--- src/rtl/cpu_arith_exec_unit_assert.svh ---
// Assertion macros for the arithmetic execution unit
`ifndef CPU_ARITH_EXEC_UNIT_ASSERT_SVH
`define CPU_ARITH_EXEC_UNIT_ASSERT_SVH

// same-cycle implication, sampled on clk, off during reset
`define CAEU_ASSERT_IMPL(label, ante, cons, msg) \
  label: assert property (@(posedge clk) disable iff (!rst_n) (ante) |-> (cons)) else $error(msg);

// next-cycle implication, sampled on clk, off during reset
`define CAEU_ASSERT_NEXT(label, ante, cons, msg) \
  label: assert property (@(posedge clk) disable iff (!rst_n) (ante) |=> (cons)) else $error(msg);

`endif

--- src/rtl/caeu_pkg.sv ---
// Shared codes and controller/datapath interface types for the arithmetic execution unit
package caeu_pkg;

  localparam logic [3:0] ACT_WRITE   = 4'd0;
  localparam logic [3:0] ACT_ADC     = 4'd1;
  localparam logic [3:0] ACT_SBC     = 4'd2;
  localparam logic [3:0] ACT_INX     = 4'd3;
  localparam logic [3:0] ACT_INY     = 4'd4;
  localparam logic [3:0] ACT_DEX     = 4'd5;
  localparam logic [3:0] ACT_DEY     = 4'd6;
  localparam logic [3:0] ACT_INC_MEM = 4'd7;
  localparam logic [3:0] ACT_DEC_MEM = 4'd8;

  localparam logic [2:0] MODE_IMM   = 3'd0;
  localparam logic [2:0] MODE_ZP    = 3'd1;
  localparam logic [2:0] MODE_ZP_X  = 3'd2;
  localparam logic [2:0] MODE_ABS   = 3'd3;
  localparam logic [2:0] MODE_ABS_X = 3'd4;
  localparam logic [2:0] MODE_ABS_Y = 3'd5;
  localparam logic [2:0] MODE_IND_X = 3'd6;
  localparam logic [2:0] MODE_IND_Y = 3'd7;

  typedef enum logic [1:0] {
    RD_PTR_LO,
    RD_PTR_HI,
    RD_EA
  } rd_sel_t;

  typedef struct packed {
    logic    capture_item;
    logic    ea_direct;
    logic    ptr_lo;
    logic    ea_ptr;
    logic    use_mem;
    logic    capture_res;
    logic    we_item;
    logic    we_rmw;
    rd_sel_t rd_sel;
    logic    load_out;
  } caeu_cmd_t;

  typedef struct packed {
    logic [3:0] action;
    logic [2:0] mode;
  } caeu_status_t;

endpackage

--- src/rtl/caeu_ctrl.sv ---
// Sequencing state machine for the arithmetic execution unit
`include "cpu_arith_exec_unit_assert.svh"
module caeu_ctrl
  import caeu_pkg::*;
(
  input  logic         clk,
  input  logic         rst_n,
  input  logic         in_tvalid,
  output logic         in_tready,
  output logic         out_tvalid,
  input  logic         out_tready,
  input  caeu_status_t status,
  output caeu_cmd_t    cmd
);

  typedef enum logic [2:0] {
    ST_IDLE,
    ST_DISPATCH,
    ST_PTR_LO,
    ST_PTR_HI,
    ST_PTR_EA,
    ST_RD,
    ST_OPND,
    ST_FIN
  } state_t;

  state_t state_r, state_nxt;
  logic   out_valid_r, out_valid_nxt;
  logic   is_alu_mem, is_rmw, uses_mem;

  assign is_alu_mem = (status.action == ACT_ADC) || (status.action == ACT_SBC);
  assign is_rmw     = (status.action == ACT_INC_MEM) || (status.action == ACT_DEC_MEM);
  assign uses_mem   = (is_alu_mem || is_rmw) && (status.mode != MODE_IMM);

  assign in_tready  = (state_r == ST_IDLE);
  assign out_tvalid = out_valid_r;

  always_comb begin
    cmd              = '0;
    cmd.rd_sel       = RD_EA;
    cmd.capture_item = in_tvalid && in_tready;
    state_nxt        = state_r;
    unique case (state_r)
      ST_IDLE: begin
        if (in_tvalid) begin
          state_nxt = ST_DISPATCH;
        end
      end
      ST_DISPATCH: begin
        if (status.action > ACT_DEC_MEM) begin
          state_nxt = ST_IDLE;
        end else if (uses_mem) begin
          if (status.mode == MODE_IND_X || status.mode == MODE_IND_Y) begin
            state_nxt = ST_PTR_LO;
          end else begin
            cmd.ea_direct = 1'b1;
            state_nxt     = ST_RD;
          end
        end else begin
          cmd.capture_res = 1'b1;
          cmd.we_item     = (status.action == ACT_WRITE);
          state_nxt       = ST_FIN;
        end
      end
      ST_PTR_LO: begin
        cmd.rd_sel = RD_PTR_LO;
        state_nxt  = ST_PTR_HI;
      end
      ST_PTR_HI: begin
        cmd.rd_sel = RD_PTR_HI;
        cmd.ptr_lo = 1'b1;
        state_nxt  = ST_PTR_EA;
      end
      ST_PTR_EA: begin
        cmd.ea_ptr = 1'b1;
        state_nxt  = ST_RD;
      end
      ST_RD: begin
        state_nxt = ST_OPND;
      end
      ST_OPND: begin
        cmd.use_mem     = 1'b1;
        cmd.capture_res = 1'b1;
        cmd.we_rmw      = is_rmw;
        state_nxt       = ST_FIN;
      end
      ST_FIN: begin
        if (!out_valid_r || out_tready) begin
          cmd.load_out = 1'b1;
          state_nxt    = ST_IDLE;
        end
      end
      default: state_nxt = ST_IDLE;
    endcase
  end

  always_comb begin
    priority if (cmd.load_out) begin
      out_valid_nxt = 1'b1;
    end else if (out_tready) begin
      out_valid_nxt = 1'b0;
    end else begin
      out_valid_nxt = out_valid_r;
    end
  end

  always_ff @(posedge clk) begin
    if (!rst_n) begin
      state_r     <= ST_IDLE;
      out_valid_r <= 1'b0;
    end else begin
      state_r     <= state_nxt;
      out_valid_r <= out_valid_nxt;
    end
  end

  `CAEU_ASSERT_NEXT(a_accept_dispatch, in_tvalid && in_tready, state_r == ST_DISPATCH, "accept did not lead to dispatch")
  `CAEU_ASSERT_IMPL(a_no_we_on_accept, cmd.we_item || cmd.we_rmw, !(in_tvalid && in_tready), "memory write during accept")
  `CAEU_ASSERT_IMPL(a_rmw_action, cmd.we_rmw, status.action == ACT_INC_MEM || status.action == ACT_DEC_MEM, "write-back for non-rmw action")
  `CAEU_ASSERT_NEXT(a_fin_holds, state_r == ST_FIN && out_valid_r && !out_tready, state_r == ST_FIN && out_valid_r, "pending result lost")

endmodule

--- config.mk ---
export PLATFORM = sky130hd
export DESIGN_NAME = caeu_ctrl
export DESIGN_NICKNAME = d
export VERILOG_FILES = /design/src/rtl/caeu_pkg.sv /design/src/rtl/caeu_ctrl.sv
export VERILOG_INCLUDE_DIRS = /design/src /design/src/rtl
export SDC_FILE = /design/constraint.sdc
export NUM_CORES = 1
export LEC_CHECK = 0
export ABC_AREA = 1
export BUFFER_PORTS_ARGS = -buffer_cell sky130_fd_sc_hd__buf_2
export CELL_PAD_IN_SITES_DETAIL_PLACEMENT = 2
export CELL_PAD_IN_SITES_GLOBAL_PLACEMENT = 2
export CORE_MARGIN = 2
export CORE_UTILIZATION = 16
export DETAILED_ROUTE_END_ITERATION = 7
export PLACE_DENSITY_LB_ADDON = 0.1
export SLEW_MARGIN = 20
export SYNTH_ARGS = -nofsm -noshare
export SYNTH_HDL_FRONTEND = slang
export SYNTH_SLANG_ARGS = --single-unit
--- constraint.sdc ---
create_clock -name clk -period 1.29 [get_ports clk]
set_clock_uncertainty 0.2 [all_clocks]
set_input_delay 0 -clock clk [delete_from_list [all_inputs] [get_ports clk]]
set_output_delay 0 -clock clk [all_outputs]
set_load 0.01 [all_outputs]
; After elaboration in Yosys (flattened, before gate mapping)
; Cells that the tools add are included.
; W data, S select, Z words.
[totals]
register_bits = 4
ram_bits = 0
rom_bits = 0
memories = 0
inputBits = 11
output_inout_bits = 13
latch_bits = 0
wordCells = 54
[op_classes]
shift = 0
n_lt_le_gt_ge = 1
n_bitwise = 0
multipliers = 0
muxes = 23
addsub = 0
eq_ne = 15
reduce_logical = 13
div = 0
[op_table]
columns = operator, count
row1 = $pmux W3 S8, 1
row2 = $eq A3 B3 Y1 const B, 6
row3 = $mux W3, 5
row4 = $mux W1, 13
row5 = $eq A3 B2 Y1 const B, 2
row6 = $logic_or A1 B1 Y1, 5
row7 = $eq A4 B1 Y1 const B, 1
row8 = $eq A4 B2 Y1 const B, 1
row9 = $eq A4 B3 Y1 const B, 1
row10 = $eq A4 B4 Y1 const B, 1
row11 = $gt A4 B4 Y1 const B, 1
row12 = $logic_not A4 Y1, 1
row13 = $mux W2, 2
row14 = $ne A2 B2 Y1 const B, 2
row15 = $pmux W2 S2, 1
row16 = $eq A3 B1 Y1 const B, 1
row17 = $logic_not A3 Y1, 1
row18 = $reduce_bool A3 Y1, 1
row19 = $logic_and A1 B1 Y1, 2
row20 = $pmux W1 S2, 1
row21 = $reduce_and A2 Y1, 1
row22 = $reduce_bool A2 Y1, 1
row23 = $logic_not A1 Y1, 1

; Depth between registers and ports, before layout
[depth]
depth_word = 7
ltp_mapped = 9
depth_no_buf = 9

; Worst setup path after synthesis
; No wires, ideal clock.
[synth_path]
kind = register to register
startpoint = reg state_r[0]
endpoint = reg state_r[0]
path_buffers = 0
path_slack_ps = -12
arrival_ps = 1033
t_required_ps = 1020
setup_ps = 70
synth_period_minus_slack_ps = 1302
stages_incl_launch_ff = 6
cell_sequence = dfxtp_1 > nor3_1 > nand2_1 > nand2_1 > nor2_1 > a21oi_1
[synth_between]
elab_chain_len = 3
word_cells_on_any_way = 12
classes_between = 9 x eq/ne / 1 x mux / 2 x reduce/logical
[synth_rtl]
columns = element, line_no
row1 = from (decl), caeu_ctrl.sv:27  ; state_t state_r, state_nxt;
row2 = from (signal assigned), caeu_ctrl.sv:112  ; state_r <= state_nxt;
row3 = $logic_not A3 Y1 (*), n/a
row4 = via in_tready, caeu_ctrl.sv:9  ; output logic in_tready,
row5 = $ne A2 B2 Y1 (no source line), n/a
row6 = $reduce_and A2 Y1 (no source line), n/a
; Mark *: on every way through the listed nets, which the timed path passes. The rest lies on a longest branch.
; A chain may end at the register's enable or synchronous reset.

==> impl_metrics.yaml <==
status:
  outcome: "finished with violations"
  violated_checks: "negative hold slack, negative setup slack"
final_layout:
  mostFrequentLayoutCell: "sky130_fd_sc_hd__buf_2"
  areaGrowthSynthToFinish_pct: 94.5
  ant_diodes: 0
  layout.cells.most_common_list: "sky130_fd_sc_hd__buf_2 (23), sky130_fd_sc_hd__nand2_1 (16), sky130_fd_sc_hd__inv_1 (11)"
  postLayoutCoreUtil_pct: 32.4
  stdcell_area_um2: 796
  drive_gt1_share_pct: 58.0
  final_net_count: 125
clock_network:
  cell_chosen_for_the_clock_root: "sky130_fd_sc_hd__clkbuf_4"
  total_clock_sinks: 4
  tritoncts.num_buffers: 3
  cts.path.max_buffers: 2
  clkLatencyLatePin_ps: 240
  cts_tree: "done"
  h-tree-depth: 1
  clock_pin_slew_worst_setup_and_hold_paths_ps: 40
sta:
  max_freq_mhz: 739
  timing_max_transition_violations_final: 0
  actual_transition_at_the_worst_max_transition_pin_ps: 193
  hold_viol: 1
  fin_hold_ws_ps: -5.65
  timing.final.crit_share_pct: 105
  postLayoutSetupSlackWorst_ps: -63.3
  finalSetupViolCount: 4
  rsz0062_at_grt: "true"
  layout_min_cycle_time_ps: 1350
  timing.max_slew.rel_slack_pct: 87.0
drt:
  drc: 0
  antenna_nets_post_route: 0
  drt-vias-per-instance: 4.09
  firstDrtPassIters: 1
  detailroute.via_count: 581
  finalWirelength_um: 1460
  drt_first_iter_violations: 0
  routedWlPerCell_um: 10.3
power:
  static-leakage-power_nw: 0.434
  clock_power_share_pct: 22.8
  internal_power_w: 0.000421
  total_power_w: 0.000689
  power_density_mw_per_mm2: 865
  irDropWorstVdd_mv: 0.461
  p_sw_share_pct: 38.8
  p_sw_w: 0.000267
  relative_contribution_of_sequential_cells_to_total_power_pct: 24.7
  combinational_share_of_power_pct: 52.6
grt:
  grt_use_total_pct: 10.8
  gr-total-overflow: 0
  first_global_vias: 577
  wire_length_of_the_first_global_routing_pass_um: 2280
  antenna_violations_before_repair: 0
  largest_net_degree_at_the_start_of_global_routing: 6
critical_path:
  crit_chain: "clkinv_4 > nand3_4 > buf_6 > nor4_2 > buf_2"
  rr_worst_depth: 7
  worstReg2RegEnd: "state_r[0]"
  path_class: "flop to output port"
  critical_path_arrival_ps: 1150
  cp_slowest_stage_delay_ps: 330
  worst_ep_required_time_ps: 1090
  cp_capture_type: "output port"
  critical_path.startpoint_type: "flop"
  register_to_register_setup_slack_ps: 10
  reg2reg_from: "state_r[1]"
  critical_path_peak_fanout: 5
  path_buf_inv: 3
  timing.critical_path.slowest_stage_cell: "sky130_fd_sc_hd__dfxtp_2"
  critPathTopFamily: "buffers and inverters"
yosys:
  yosysWarningCount: 0
  netlist_instances: 73
  avg_cell_area_syn_um2: 5.60
  synth.ff_latch_count: 4
  netlist-cell-type-count: 16
  sequential_area_share_after_synthesis_pct: 19.6
  post_synth_instance_area_um2: 409
  synthesized_nets: 84
placed_design:
  detailed_place.area_um2: 612
  port_buffers: 23
  dpl_worst_slack_ps: -8.26
  gp_routability_congestion: 0.684
  post-dp-hpwl_um: 1160
floorplanning:
  die_height_um: 54.6
  placementRows: 18
  top_level_ports: 24
  area_of_the_core_mm2: 0.00245
  die_w_um: 54.6
  die-area_mm2: 0.00298
  starting_density_pct: 16.7
min_path:
  hold_path.startpoint: "out_tready"
  whs_path_depth: 6
  holdPathEnd: "state_r[2]"
  timing.hold.worst.class: "input port to flop"
flow_run:
  drv.max_cap_violation_count: 0
==> layer usage <==
layer	vias up	share of wire (%)	GRT usage, %
met5	-	0	0
met4	0	0	5.00
met3	0	3.5	1.64
met2	12	58	21.1
met1	270	39	11.1
li1	299	-	-
==> synth_stat cells, drive strengths merged <==
| cell type | count | area, µm² |
|---|---|---|
| nor4 | 2 | 12.5 |
| buf | 2 | 15.0 |
| nand3 | 8 | 45.0 |
| nor2 | 12 | 50.1 |
| inv | 16 | 60.1 |
| a21oi | 3 | 18.8 |
| nor3 | 2 | 10.0 |
| dfxtp | 4 | 80.1 |
| nand2 | 23 | 110 |
| o21a | 1 | 7.51 |
==> per-stage QoR <==
stage                     std cells  TNS, ps
after floorplan                  73        0
after global placement          132        0
after detailed placement        132    -8.26
after CTS                       140     -312
after global routing            142     -730
final                           142     -137
==> final cells by class <==
class	instances	area, µm²
fill	314	1660
sequential	4	88.8
inverter	16	67.6
tap	30	37.5
timing repair buffer	38	245
multi-input combinational	51	334
clock buffer	3	22.5
==> flip-flops by register name, indices dropped and copies added, names as in the netlist <==
| signal | count |
|---|---|
| state_r | 3 |
| out_tvalid | 1 |
==> cells by family (layout without fill, tap and decap cells) <==
logic type | count (synthesis) | in the layout | synth area share [%]
buffers and inverters | 18 | 57 | 18.3
flip-flops | 4 | 4 | 19.6
AND/OR/NAND/NOR | 47 | 47 | 55.7
AO/OA/AOI/OAI | 4 | 4 | 6.42
==> power by group through the flow <==
stage | sequential (W) | clock (W) | combinational [W]
2_1_floorplan | 0.000164 | 0 | 0.000148
3_3_place_gp | 0.000157 | 0 | 0.000277
3_5_place_dp | 0.000157 | 0 | 0.000279
4_1_cts | 0.000163 | 0.000164 | 0.000311
5_1_grt | 0.000173 | 0.000170 | 0.000401
6_report | 0.000170 | 0.000157 | 0.000362
==> worst register-to-register path: stages (launching register included) <==
cell	delay [ps]
sky130_fd_sc_hd__dfxtp_4	370
sky130_fd_sc_hd__nand2_2	80
sky130_fd_sc_hd__nor2_4	120
sky130_fd_sc_hd__buf_4	120
sky130_fd_sc_hd__nand2_2	70
sky130_fd_sc_hd__nand2_1	80
sky130_fd_sc_hd__nor2_1	40
sky130_fd_sc_hd__a21oi_1	120
==> worst max path at each step <==
stage | from | end | slack [ps] | depth (start not counted)
floorplan | state_r[1] | state_r[2] | 20 | 7
global placement | state_r[1] | state_r[2] | 9 | 7
detailed placement | state_r[0] | state_r[2] | -8 | 7
CTS | state_r[1] | cmd[4] | -90 | 5
global route | state_r[0] | cmd[3] | -120 | 6
finish | state_r[2] | cmd[4] | -60 | 5
==> timing repair <==
item                                    4_1_cts  5_1_grt
endpoints found under the setup margin       10       13
gates resized for setup                      11       19
hold endpoints to repair                      4        0
hold buffers                                  4        0
setup buffers                                 1        2
pin swaps                                     2        5
No activity file was read; power rests on OpenSTA's default activity.
